### src/sv/dual_sensor_warning_fusion_assert.svh
// Assertion macros shared by the fusion block modules.
`ifndef DUAL_SENSOR_WARNING_FUSION_ASSERT_SVH
`define DUAL_SENSOR_WARNING_FUSION_ASSERT_SVH

// Implication in the same cycle, checked on every clock edge outside reset.
`define DSWF_ASSERT_IMP(name, ante, cons, msg) \
  name: assert property (@(posedge clk) disable iff (rst) (ante) |-> (cons)) else $error(msg);

// Implication into the following cycle.
`define DSWF_ASSERT_NEXT(name, ante, cons, msg) \
  name: assert property (@(posedge clk) disable iff (rst) (ante) |=> (cons)) else $error(msg);

`endif

### src/sv/dswf_pkg.sv
// Package with types, codes and constants of the dual sensor warning fusion block.
`timescale 1ns / 1ps
package dswf_pkg;

  localparam int FRAME_COUNT_BITS_DEF = 32;

  localparam logic [1:0] OP_FRONT = 2'd0;
  localparam logic [1:0] OP_REAR  = 2'd1;
  localparam logic [1:0] OP_TICK  = 2'd2;

  localparam logic [1:0] LVL_SAFE   = 2'd0;
  localparam logic [1:0] LVL_DANGER = 2'd2;

  localparam logic [1:0] REG_TIMEOUT  = 2'd0;
  localparam logic [1:0] REG_STOP_EN  = 2'd1;
  localparam logic [1:0] REG_DANGER   = 2'd2;
  localparam logic [1:0] REG_DEBOUNCE = 2'd3;

  localparam int CFG_W = 17;
  localparam logic [16:0] SAFE_DIST_CM = 17'd99900;

  localparam logic [15:0] TIMEOUT_RST  = 16'd500;
  localparam logic [16:0] DANGER_RST   = 17'd300;
  localparam logic [7:0]  DEBOUNCE_RST = 8'd2;

  // Confidence divider: quotient bits 10 down to 0, bit 10 only flags saturation.
  localparam int NUM_W     = 27;
  localparam int Q_W       = 11;
  localparam int DIV_STEPS = 11;
  localparam int STEP_W    = 4;
  localparam logic [9:0] PERMILLE   = 10'd1000;
  localparam logic [9:0] CONF_CLAMP = 10'd500;

  typedef enum logic [2:0] {
    ST_IDLE,
    ST_EVAL,
    ST_LOAD,
    ST_DIV,
    ST_DONE
  } state_t;

  typedef struct packed {
    logic [1:0]  operation;
    logic [31:0] time_ms;
    logic [1:0]  sample_level;
    logic [16:0] sample_dist_cm;
  } in_item_t;

  typedef struct packed {
    logic [1:0]  fused_level;
    logic [16:0] fused_dist_cm;
    logic        warning_flag;
    logic        front_chosen;
    logic        stop_flag;
    logic        stop_reason;
    logic [9:0]  confidence_permille;
    logic        front_silent;
    logic        rear_silent;
  } out_item_t;

  typedef struct packed {
    logic store_front;
    logic store_rear;
    logic capture;
    logic eval;
    logic load;
    logic step;
    logic out_load;
  } ctrl_cmd_t;

  typedef struct packed {
    logic div_done;
    logic out_free;
  } ctrl_sts_t;

endpackage

### src/sv/dswf_chan_if.sv
// Valid/ready channel interface carrying one payload beat.
`timescale 1ns / 1ps
interface dswf_chan_if #(
  parameter type payload_t = logic
);
  logic     valid;
  logic     ready;
  payload_t payload;

  modport source (output valid, output payload, input ready);
  modport sink (input valid, input payload, output ready);
endinterface

### src/sv/dual_sensor_warning_fusion.sv
// Top level of the dual sensor warning fusion block.
//
// The input channel carries front samples, rear samples and ticks, each with a
// millisecond time stamp. A sample is stored in the cycle it is accepted and
// gives no result; an unknown operation is dropped. A tick gives exactly one
// result beat on the output channel.
// A tick passes through evaluation, operand load, the 11-step serial divider
// that forms the confidence ratio and result load, and the input is ready again
// in the cycle in which its result turns valid.
// The result sits in an output register, so a stalled receiver does not stop
// the next item from being accepted; a later tick waits at its last step until
// the register is free.
// Configuration writes are taken in any cycle and apply to the next items.
// Reset is synchronous: both sides become unseen, the debounce run and frame
// key clear, and the registers return to their reset values.
`timescale 1ns / 1ps
module dual_sensor_warning_fusion #(
  parameter int FRAME_COUNT_BITS = dswf_pkg::FRAME_COUNT_BITS_DEF
) (
  input  logic        clk,
  input  logic        rst,
  dswf_chan_if.sink   in_ch,
  dswf_chan_if.source out_ch,
  input  logic        cfg_we,
  input  logic [1:0]  cfg_index,
  input  logic [16:0] cfg_data
);
  import dswf_pkg::*;

  ctrl_cmd_t cmd;
  ctrl_sts_t sts;
  in_item_t  in_item;
  out_item_t out_item;
  logic      out_valid;

  assign in_item        = in_ch.payload;
  assign out_ch.valid   = out_valid;
  assign out_ch.payload = out_item;

  dswf_ctrl u_ctrl (
    .clk      (clk),
    .rst      (rst),
    .in_valid (in_ch.valid),
    .op       (in_item.operation),
    .in_ready (in_ch.ready),
    .cmd      (cmd),
    .sts      (sts)
  );

  dswf_dp #(
    .FRAME_COUNT_BITS (FRAME_COUNT_BITS)
  ) u_dp (
    .clk       (clk),
    .rst       (rst),
    .in_item   (in_item),
    .cfg_we    (cfg_we),
    .cfg_index (cfg_index),
    .cfg_data  (cfg_data),
    .cmd       (cmd),
    .sts       (sts),
    .out_valid (out_valid),
    .out_ready (out_ch.ready),
    .out_item  (out_item)
  );
endmodule

### src/sv/dswf_ctrl.sv
// Controller state machine sequencing sample stores, tick evaluation and the divider.
`timescale 1ns / 1ps
`include "dual_sensor_warning_fusion_assert.svh"
module dswf_ctrl (
  input  logic                 clk,
  input  logic                 rst,
  input  logic                 in_valid,
  input  logic [1:0]           op,
  output logic                 in_ready,
  output dswf_pkg::ctrl_cmd_t  cmd,
  input  dswf_pkg::ctrl_sts_t  sts
);
  import dswf_pkg::*;

  state_t state;
  state_t state_next;

  always_ff @(posedge clk) begin
    if (rst) begin
      state <= ST_IDLE;
    end else begin
      state <= state_next;
    end
  end

  always_comb begin
    state_next = state;
    case (state)
      ST_IDLE: begin
        if (in_valid && op == OP_TICK) begin
          state_next = ST_EVAL;
        end
      end
      ST_EVAL: state_next = ST_LOAD;
      ST_LOAD: state_next = ST_DIV;
      ST_DIV: begin
        if (sts.div_done) begin
          state_next = ST_DONE;
        end
      end
      ST_DONE: begin
        if (sts.out_free) begin
          state_next = ST_IDLE;
        end
      end
      default: state_next = ST_IDLE;
    endcase
  end

  always_comb begin
    in_ready = 1'b0;
    cmd      = '0;
    case (state)
      ST_IDLE: begin
        in_ready = 1'b1;
        if (in_valid) begin
          case (op)
            OP_FRONT: cmd.store_front = 1'b1;
            OP_REAR:  cmd.store_rear  = 1'b1;
            OP_TICK:  cmd.capture     = 1'b1;
            default:  cmd             = '0;
          endcase
        end
      end
      ST_EVAL: cmd.eval = 1'b1;
      ST_LOAD: cmd.load = 1'b1;
      ST_DIV:  cmd.step = 1'b1;
      ST_DONE: cmd.out_load = sts.out_free;
      default: cmd = '0;
    endcase
  end

  `DSWF_ASSERT_NEXT(a_tick_starts_eval, cmd.capture, state == ST_EVAL, "tick did not start evaluation")
  `DSWF_ASSERT_IMP(a_load_when_free, cmd.out_load, sts.out_free, "result loaded over a pending beat")
endmodule

### src/sv/dswf_dp.sv
// Datapath with side stores, fusion, debounce, serial confidence divider and result register.
`timescale 1ns / 1ps
`include "dual_sensor_warning_fusion_assert.svh"
module dswf_dp #(
  parameter int FRAME_COUNT_BITS = dswf_pkg::FRAME_COUNT_BITS_DEF
) (
  input  logic                 clk,
  input  logic                 rst,
  input  dswf_pkg::in_item_t   in_item,
  input  logic                 cfg_we,
  input  logic [1:0]           cfg_index,
  input  logic [16:0]          cfg_data,
  input  dswf_pkg::ctrl_cmd_t  cmd,
  output dswf_pkg::ctrl_sts_t  sts,
  output logic                 out_valid,
  input  logic                 out_ready,
  output dswf_pkg::out_item_t  out_item
);
  import dswf_pkg::*;

  logic [15:0] timeout_ms;
  logic        stop_enable;
  logic [16:0] danger_dist_cm;
  logic [7:0]  debounce_frames;

  logic [1:0]                  front_level;
  logic [16:0]                 front_dist;
  logic [31:0]                 front_stamp;
  logic [FRAME_COUNT_BITS-1:0] front_count;
  logic                        front_seen;
  logic [1:0]                  rear_level;
  logic [16:0]                 rear_dist;
  logic [31:0]                 rear_stamp;
  logic [FRAME_COUNT_BITS-1:0] rear_count;
  logic                        rear_seen;

  logic [7:0]                  danger_run;
  logic [FRAME_COUNT_BITS:0]   counted_key;

  logic        front_silent;
  logic        rear_silent;
  logic [1:0]  win_level;
  logic [16:0] win_dist;
  logic        front_won;

  logic [NUM_W-1:0]  rem;
  logic [NUM_W-1:0]  divisor;
  logic [Q_W-1:0]    quot;
  logic [STEP_W-1:0] step_cnt;

  logic [1:0]  lvl_sat;
  logic [16:0] dist_sat;
  logic [31:0] front_age;
  logic [31:0] rear_age;
  logic [1:0]  fl;
  logic [1:0]  rl;
  logic [16:0] fd;
  logic [16:0] rd;
  logic        won_c;
  logic [1:0]  wl_c;
  logic [16:0] wd_c;
  logic [7:0]  deb_eff;
  logic [16:0] dd_eff;
  logic [8:0]  run_inc;
  logic [FRAME_COUNT_BITS:0] key_c;
  logic        stop_c;
  logic        q_sat;
  logic [9:0]  conf_c;

  assign lvl_sat  = (in_item.sample_level > LVL_DANGER) ? LVL_DANGER : in_item.sample_level;
  assign dist_sat = (in_item.sample_dist_cm > SAFE_DIST_CM) ? SAFE_DIST_CM
                                                            : in_item.sample_dist_cm;
  assign front_age = in_item.time_ms - front_stamp;
  assign rear_age  = in_item.time_ms - rear_stamp;

  assign fl    = front_silent ? LVL_SAFE : front_level;
  assign fd    = front_silent ? SAFE_DIST_CM : front_dist;
  assign rl    = rear_silent ? LVL_SAFE : rear_level;
  assign rd    = rear_silent ? SAFE_DIST_CM : rear_dist;
  assign won_c = (fl > rl) || ((fl == rl) && (fd <= rd));
  assign wl_c  = won_c ? fl : rl;
  assign wd_c  = won_c ? fd : rd;

  assign deb_eff = (debounce_frames == 8'd0) ? 8'd1 : debounce_frames;
  assign dd_eff  = (danger_dist_cm == 17'd0) ? 17'd1 : danger_dist_cm;
  assign run_inc = {1'b0, danger_run} + 9'd1;
  assign key_c   = won_c ? {front_count, 1'b0} : {rear_count, 1'b1};

  assign stop_c = stop_enable && (danger_run >= deb_eff);
  assign q_sat  = quot[Q_W-1] || (quot[Q_W-2:0] > CONF_CLAMP);
  assign conf_c = !stop_c ? 10'd0 : (q_sat ? CONF_CLAMP : PERMILLE - quot[Q_W-2:0]);

  assign sts.div_done = (step_cnt == STEP_W'(DIV_STEPS - 1));
  assign sts.out_free = !out_valid || out_ready;

  always_ff @(posedge clk) begin
    if (rst) begin
      timeout_ms      <= TIMEOUT_RST;
      stop_enable     <= 1'b1;
      danger_dist_cm  <= DANGER_RST;
      debounce_frames <= DEBOUNCE_RST;
    end else if (cfg_we) begin
      case (cfg_index)
        REG_TIMEOUT:  timeout_ms      <= cfg_data[15:0];
        REG_STOP_EN:  stop_enable     <= cfg_data[0];
        REG_DANGER:   danger_dist_cm  <= cfg_data;
        REG_DEBOUNCE: debounce_frames <= cfg_data[7:0];
        default:      stop_enable     <= stop_enable;
      endcase
    end
  end

  always_ff @(posedge clk) begin
    if (rst) begin
      front_level <= '0;
      front_dist  <= '0;
      front_stamp <= '0;
      front_count <= '0;
      front_seen  <= 1'b0;
      rear_level  <= '0;
      rear_dist   <= '0;
      rear_stamp  <= '0;
      rear_count  <= '0;
      rear_seen   <= 1'b0;
    end else begin
      if (cmd.store_front) begin
        front_level <= lvl_sat;
        front_dist  <= dist_sat;
        front_stamp <= in_item.time_ms;
        front_count <= front_count + 1'b1;
        front_seen  <= 1'b1;
      end
      if (cmd.store_rear) begin
        rear_level <= lvl_sat;
        rear_dist  <= dist_sat;
        rear_stamp <= in_item.time_ms;
        rear_count <= rear_count + 1'b1;
        rear_seen  <= 1'b1;
      end
    end
  end

  always_ff @(posedge clk) begin
    if (rst) begin
      danger_run  <= '0;
      counted_key <= '0;
    end else if (cmd.eval) begin
      if (wl_c == LVL_DANGER) begin
        if (key_c != counted_key) begin
          counted_key <= key_c;
          danger_run  <= (run_inc >= {1'b0, deb_eff}) ? deb_eff : run_inc[7:0];
        end
      end else begin
        danger_run  <= '0;
        counted_key <= '0;
      end
    end
  end

  always_ff @(posedge clk) begin
    if (cmd.capture) begin
      front_silent <= !front_seen || (front_age > {16'd0, timeout_ms});
      rear_silent  <= !rear_seen || (rear_age > {16'd0, timeout_ms});
    end
    if (cmd.eval) begin
      win_level <= wl_c;
      win_dist  <= wd_c;
      front_won <= won_c;
    end
    if (cmd.load) begin
      rem      <= NUM_W'(win_dist) * NUM_W'(PERMILLE) + NUM_W'(dd_eff >> 1);
      divisor  <= {dd_eff, {(NUM_W - 17){1'b0}}};
      quot     <= '0;
      step_cnt <= '0;
    end else if (cmd.step) begin
      if (rem >= divisor) begin
        rem  <= rem - divisor;
        quot <= {quot[Q_W-2:0], 1'b1};
      end else begin
        quot <= {quot[Q_W-2:0], 1'b0};
      end
      divisor  <= divisor >> 1;
      step_cnt <= step_cnt + 1'b1;
    end
  end

  always_ff @(posedge clk) begin
    if (rst) begin
      out_valid <= 1'b0;
    end else if (cmd.out_load) begin
      out_valid <= 1'b1;
    end else if (out_ready) begin
      out_valid <= 1'b0;
    end
  end

  always_ff @(posedge clk) begin
    if (cmd.out_load) begin
      out_item.fused_level         <= win_level;
      out_item.fused_dist_cm       <= win_dist;
      out_item.warning_flag        <= (win_level != LVL_SAFE);
      out_item.front_chosen        <= front_won;
      out_item.stop_flag           <= stop_c;
      out_item.stop_reason         <= stop_c;
      out_item.confidence_permille <= conf_c;
      out_item.front_silent        <= front_silent;
      out_item.rear_silent         <= rear_silent;
    end
  end

  `DSWF_ASSERT_IMP(a_key_needs_run, counted_key != '0, danger_run != 8'd0, "key without run")
  `DSWF_ASSERT_IMP(a_stop_is_danger, out_valid && out_item.stop_flag, out_item.fused_level == LVL_DANGER, "stop without danger")
endmodule
### src/flat_wrapper.sv
// flat-port wrapper written by rule: the top's interface ports become plain ports
module dual_sensor_warning_fusion_flat import dswf_pkg::*;
#(
  parameter int FRAME_COUNT_BITS = dswf_pkg::FRAME_COUNT_BITS_DEF
)
  (clk, rst, cfg_we, cfg_index, cfg_data, in_ch_valid, in_ch_payload, in_ch_ready, out_ch_valid, out_ch_payload, out_ch_ready);
  dswf_chan_if in_ch_i ();
  dswf_chan_if out_ch_i ();
  input  logic clk;
  input  logic rst;
  input  logic cfg_we;
  input  logic [1:0] cfg_index;
  input  logic [16:0] cfg_data;
  input wire logic [$bits(in_ch_i.valid)-1:0] in_ch_valid;
  input wire logic [$bits(in_ch_i.payload)-1:0] in_ch_payload;
  output wire logic [$bits(in_ch_i.ready)-1:0] in_ch_ready;
  output wire logic [$bits(out_ch_i.valid)-1:0] out_ch_valid;
  output wire logic [$bits(out_ch_i.payload)-1:0] out_ch_payload;
  input wire logic [$bits(out_ch_i.ready)-1:0] out_ch_ready;
  assign in_ch_i.valid = in_ch_valid;
  assign in_ch_i.payload = in_ch_payload;
  assign in_ch_ready = in_ch_i.ready;
  assign out_ch_valid = out_ch_i.valid;
  assign out_ch_payload = out_ch_i.payload;
  assign out_ch_i.ready = out_ch_ready;
  dual_sensor_warning_fusion #(.FRAME_COUNT_BITS(FRAME_COUNT_BITS)) u_core (.clk(clk), .rst(rst), .in_ch(in_ch_i), .out_ch(out_ch_i), .cfg_we(cfg_we), .cfg_index(cfg_index), .cfg_data(cfg_data));
endmodule
### config.mk
export PLATFORM = sky130hd
export DESIGN_NAME = dual_sensor_warning_fusion_flat
export DESIGN_NICKNAME = d
export VERILOG_FILES = /design/src/sv/dswf_pkg.sv /design/src/sv/dswf_chan_if.sv /design/src/sv/dual_sensor_warning_fusion.sv /design/src/sv/dswf_ctrl.sv /design/src/sv/dswf_dp.sv /design/src/flat_wrapper.sv
export VERILOG_INCLUDE_DIRS = /design/src /design/src/sv
export SDC_FILE = /design/constraint.sdc
export NUM_CORES = 1
export LEC_CHECK = 0
export ABC_CLOCK_PERIOD_IN_PS = 1700
export BUFFER_PORTS_ARGS = -buffer_cell sky130_fd_sc_hd__buf_2
export CAP_MARGIN = 10
export CORE_AREA = 2 2 39 41
export CTS_BUF_LIST = sky130_fd_sc_hd__clkbuf_8
export CTS_CLUSTER_SIZE = 30
export DETAILED_ROUTE_END_ITERATION = 8
export DIE_AREA = 0 0 41 43
export GPL_TIMING_DRIVEN = 0
export PLACE_DENSITY_LB_ADDON = 0.15
export SLEW_MARGIN = 40
export SYNTH_ARGS = -nofsm -noshare
export SYNTH_HDL_FRONTEND = slang
export SYNTH_SLANG_ARGS = --single-unit
### constraint.sdc
create_clock -name clk -period 1.7 [get_ports clk]
set_input_delay 0.085 -clock clk [delete_from_list [all_inputs] [get_ports clk]]
set_output_delay 0.085 -clock clk [all_outputs]
set_load 0.02 [all_outputs]
==> flow_summary_export.csv, run 1 <==
group,metric,value,unit
floorplan,fp-row-count,14,
critical_path,worstSetupStartpointType,"register",
synthesis,synth_nets,67,
outcome,status,"finished clean",
global_routing,antenna_found_initial,0,
detailed_routing,drt-total-wl,642,um
clock_tree,clk_path_buf_depth,2,
timing,grt_setup_unrepaired,"false",
global_routing,gr-usage-all-layers,10.1,%
clock_tree,cts_max_level,1,
synthesis,yosysTopAreaCell,"dfxtp_1",
layout,final_util,31.8,%
detailed_routing,vias,297,
placement,dpl.cell_count,60,
synthesis,synth_common_cells,"dfxtp_1, nand2_1, o21ai_0",
timing,hold_viol,0,
placement,dpl.hpwl,489,um
synthesis,yosys.area.top_type_share,44.6,%
timing,finalCriticalPeriod,1.38,ns
floorplan,coreArea,1380,um^2
synthesis,seq_area_frac_synth,44.6,%
layout,finish.cell_count_without_fillers,63,
timing,finClkSkew,0.00153,ns
clock_tree,cts_resized,0,
timing,max_freq,725,MHz
synthesis,yosysMostFrequentCell,"dfxtp_1",
floorplan,die_h,43,um
power,p_clk_share,49.6,%
global_routing,grt_first_pass_wirelength,1080,um
global_routing,grt_pass1_vias,259,
layout,drive_above_1_share,19.1,%
hold_path,hp-class,"in2reg",
power,p_int,363,uW
detailed_routing,drc,0,
timing,drv_slew,0,
synthesis,synth_area_leaders,"dfxtp_1, ha_1, o21ai_0, nor2b_1, nand3_1",
detailed_routing,routed_via_density,4.71,
timing,hold_ws,0.0591,ns
synthesis,ys_warn_count,0,
power,pwr-share-seq,45.8,%
power,p_sw_share,20.5,%
clock_tree,insertion_delay,0.23,ns
flow_run,timing.max_cap.violations,0,
synthesis,syn_area_per_cell,8.98,um^2
critical_path,critPathMaxFanout,5,
power,max-vdd-ir-drop,567,uV
clock_tree,hold_buffers,0,
detailed_routing,ant_nets,0,
timing,setup_viol_count_final,0,
floorplan,die_area,1760,um^2
clock_tree,clock-root-buffer,"clkbuf_8",
timing,post-route-period-util,81.2,%
clock_tree,cts_made_buffers,3,
floorplan,dieWidth,41,um
detailed_routing,drt_iter0_drc,1,
synthesis,synthArstFlopShare,0,%
synthesis,yosysUniqueCellTypes,18,
detailed_routing,wl_per_cell,10.2,um
synthesis,ys_seq_elements,8,
synthesis,synth_edf_count,0,
power,p_leak,0.000174,uW
timing,tns,0,ns
placement,port_buffers,4,
critical_path,crit_required,1.81,ns
placement,gp_congestion,0.623,
clock_tree,cts_tree,"done",
layout,antennaDiodeCount,0,
power,power_switching,93.4,uW
clock_tree,post_cts_buffers,0,
floorplan,start_util,25.9,%
layout,nets,76,
power,powerDensity,1040,nW/um^2
clock_tree,clock-sinks,8,
synthesis,ys.flop_type,"dfxtp_1",
clock_tree,clk_pin_slew_worst_paths,0.04,ns
synthesis,synth_area,359,um^2
critical_path,setup.worst_path.end_class,"register",
critical_path,cp.arrival,1.49,ns
power,power_frac_comb,4.6,%
synthesis,syn_inst,40,
global_routing,grt_remaining_overflow,0,
detailed_routing,drtPass1Iterations,2,
global_routing,grt_start_max_net_pins,9,
floorplan,ios,28,
critical_path,worstSetupPathType,"reg2reg",
layout,area_growth,22.6,%
==> path summary, 6_finish.rpt <==
check / from / to / slack, ns / cells after the start
worst max-delay path: u_core.u_dp.step_cnt[0]$_SDFFE_PN0P_ / u_core.u_ctrl.state[1]$_SDFFE_PP0P_ / 0.32 / 4
worst max register to register: u_core.u_dp.step_cnt[0]$_SDFFE_PN0P_ / u_core.u_ctrl.state[1]$_SDFFE_PP0P_ / 0.32 / 4
worst min-delay path: rst / u_core.u_ctrl.state[2]$_SDFFE_PP0P_ / 0.06 / 2
worst min register to register: u_core.u_dp.step_cnt[3]$_SDFFE_PN0P_ / u_core.u_dp.step_cnt[3]$_SDFFE_PN0P_ / 0.48 / 2
==> state kept, by name (all words and copies together) (netlist names) <==
| register | cells |
|---|---|
| u_core.u_dp.step_cnt | 4 |
| u_core.u_ctrl.state | 3 |
| u_core.u_dp.out_valid | 1 |
==> power groups by stage <==
stage	registers [uW]	clock network, uW	logic, uW
2_1_floorplan	210	0	15.2
3_3_place_gp	211	0	19.3
3_5_place_dp	212	0	21.8
4_1_cts	209	233	21.7
5_1_grt	210	237	25.4
6_report	209	227	20.9
==> kinds of logic (layout without fill, tap and decap cells) <==
kind of cell / Yosys count / in the layout / share of synthesized area, %
AOI/OAI and AO/OA: 7 / 7 / 11.8
adders and majority gates: 2 / 2 / 6.97
buffers and inverters: 2 / 9 / 3.14
DFF: 8 / 8 / 44.6
other: 1 / 1 / 1.04
and+or+nand+nor: 20 / 20 / 32.4
==> layout make-up <==
class / instances / area, um^2
buffer: 1 / 7.51
clock buffer: 3 / 41.3
fill: 143 / 943
inverter: 1 / 3.75
multi-input combinational: 30 / 188
sequential: 8 / 160
tap: 16 / 20.0
timing repair buffer: 4 / 20.0
==> metal layers <==
layer / up-vias / wire [um] / global-route usage [%] / part of all wire (%)
li1: 156 / - / - / -
met1: 128 / 299 / 12.4 / 47
met2: 8 / 274 / 11.9 / 43
met3: 5 / 24 / 1.57 / 3.7
met4: 0 / 44 / 14.0 / 6.9
met5: - / 0 / 0 / 0
==> through the flow <==
| step | cell area, um^2 | worst slack (ns) | power (uW) |
|---|---|---|---|
| 2_1_floorplan | 359 | 0.466 | 225 |
| 3_3_place_gp | 399 | 0.398 | 230 |
| 5_1_grt | 440 | 0.156 | 472 |
| 3_5_place_dp | 399 | 0.329 | 234 |
| 4_1_cts | 440 | 0.322 | 463 |
| 6_report | 440 | 0.320 | 457 |
==> worst max-delay path, stage by stage (launching register included) <==
cell and delay (ns):
dfxtp_1 0.39, inv_1 0.07, ha_1 0.18, and4b_1 0.23
a2111oi_0 0.39
==> layout by cell type (no fill, tap or decap), types with 2 or more instances in the layout <==
cell type,synthesis,routed
nand2b_1,2,2
o21ai_0,4,4
buf_2,0,4
dfxtp_1,8,8
nor3_1,2,2
clkbuf_8,0,3
ha_1,2,2
nor2_1,3,3
nor2b_1,3,3
nand3_1,3,3
nand2_1,4,4
(Power assumes the default switching activity.)
==> run 2, diff against run 1 <==
Settings changed: ABC_CLOCK_PERIOD_IN_PS 1700 to 1400.
Clock period 1.7 ns to 1.4 ns, I/O delays scaled along.
==> run 2 against run 1 <==
Against the previous run:
- sequential power up 22%
- critical path depth unchanged
- via count rose by 0.34%
- hold slack got worse by 0.014 ns
- setup slack worse by 0.24 ns
- fmax rose by 4.5%
- combinational power increased by 22%
- final cell count did not move
- non-clock buffer count did not move
- power rose by 22%
- count of clock-buffer cells in the layout unchanged
- sequential cell count did not move
- critical endpoint unchanged
- largest power group unchanged
==> flow_summary_export.csv, run 2 (same netlist as run 1, synthesis figures left out) <==
group,metric,value,unit
outcome,status,"finished clean",
critical_path,critPathMaxFanout,5,
critical_path,cp.arrival,1.43,ns
global_routing,grt_start_max_net_pins,9,
critical_path,worstSetupPathType,"reg2reg",
clock_tree,clk_path_buf_depth,2,
timing,finClkSkew,0.00259,ns
floorplan,die_area,1760,um^2
clock_tree,clk_pin_slew_worst_paths,0.04,ns
layout,nets,76,
global_routing,grt_pass1_vias,259,
layout,drive_above_1_share,21.3,%
placement,port_buffers,4,
floorplan,fp-row-count,14,
power,p_leak,0.000175,uW
detailed_routing,routed_via_density,4.73,
clock_tree,cts_tree,"done",
timing,drv_slew,0,
detailed_routing,drtPass1Iterations,2,
layout,top_register,"u_core.u_dp.step_cnt",
layout,largestRegisters,"u_core.u_dp.step_cnt: 4 flops, u_core.u_ctrl.state: 3 flops, u_core.u_dp.out_valid: 1 flops",
clock_tree,clock-root-buffer,"clkbuf_8",
timing,setup_viol_count_final,0,
global_routing,antenna_found_initial,0,
timing,finalCriticalPeriod,1.32,ns
placement,gp_congestion,0.623,
global_routing,grt_first_pass_wirelength,1080,um
detailed_routing,drt-total-wl,647,um
timing,hold_viol,0,
layout,final_util,32.0,%
layout,layout_commonest_cell,"dfxtp_1",
detailed_routing,vias,298,
clock_tree,hold_buffers,0,
clock_tree,post_cts_buffers,0,
clock_tree,clock-sinks,8,
floorplan,ios,28,
detailed_routing,wl_per_cell,10.3,um
hold_path,hp-class,"in2reg",
detailed_routing,drc,0,
clock_tree,insertion_delay,0.23,ns
critical_path,worstSetupStartpointType,"register",
power,max-vdd-ir-drop,688,uV
floorplan,dieWidth,41,um
critical_path,setup.worst_path.end_class,"register",
floorplan,coreArea,1380,um^2
flow_run,timing.max_cap.violations,0,
layout,finish.cell_count_without_fillers,63,
timing,hold_ws,0.0450,ns
clock_tree,cts_max_level,1,
placement,dpl.hpwl,489,um
layout,largest_register_ffs,4,
clock_tree,cts_resized,0,
floorplan,die_h,43,um
detailed_routing,ant_nets,0,
clock_tree,cts_made_buffers,3,
timing,max_freq,758,MHz
global_routing,gr-usage-all-layers,10.1,%
detailed_routing,drt_iter0_drc,1,
global_routing,grt_remaining_overflow,0,
timing,post-route-period-util,94.3,%
power,total_power,557,uW
power,powerDensity,1260,nW/um^2
critical_path,crit_required,1.51,ns
layout,mostFrequentLayoutCells,"dfxtp_1, nand2_1, o21ai_0, buf_2",
floorplan,start_util,25.9,%
layout,area_growth,23.3,%
placement,dpl.cell_count,60,
layout,antennaDiodeCount,0,
[run 2: cell counts in the layout (fill, tap and decap cells not counted)]
Identical to the previous run, type by type.
[run 2: routing by layer]
| metal | GRT usage [%] | share of wire, % | vias up |
|---|---|---|---|
| li1 | - | - | 156 |
| met1 | 12.4 | 46 | 129 |
| met2 | 11.9 | 43 | 8 |
| met3 | 1.57 | 3.7 | 5 |
| met4 | 14.0 | 6.8 | 0 |
| met5 | 0 | 0 | - |
[run 2: worst max-delay path: stages, from the launching register on]
cell       delay, ns
dfxtp_2         0.35
inv_1           0.05
ha_1            0.18
and4b_1         0.23
a2111oi_1       0.38
[run 2: final timing paths]
check,slack (ns),start,depth (start not counted),end
hold reg to reg,0.48,u_core.u_dp.step_cnt[3]$_SDFFE_PN0P_,2,u_core.u_dp.step_cnt[3]$_SDFFE_PN0P_
setup reg to reg,0.08,u_core.u_dp.step_cnt[0]$_SDFFE_PN0P_,4,u_core.u_ctrl.state[1]$_SDFFE_PP0P_
setup / recovery,0.08,u_core.u_dp.step_cnt[0]$_SDFFE_PN0P_,4,u_core.u_ctrl.state[1]$_SDFFE_PP0P_
hold / removal,0.04,rst,2,u_core.u_ctrl.state[2]$_SDFFE_PP0P_
[run 2: through the flow]
step                      cell area, um^2  TNS (ns)  worst slack, ns
final                                 443         0           0.0801
after global routing                  443   -0.0374          -0.0374
after CTS                             440         0           0.0216
after detailed placement              399         0           0.0294
after global placement                399         0           0.0978
after floorplan                       359         0            0.166
[run 2: final cells by class]
class	count	area (um^2)
multi-input cells	30	189
plain buffers	1	7.51
repair buffers	4	20.0
clock buffers	3	41.3
fillers	142	941
well taps	16	20.0
flip-flops and latches	8	161
inverters	1	3.75
[run 2: report_power, final]
group,total [uW],internal (uW),leakage [uW],switching (uW)
clock network,277,186,0.0000216,90.5
logic,25.5,13.1,0.0000877,12.4
registers,255,243,0.0000654,12.1
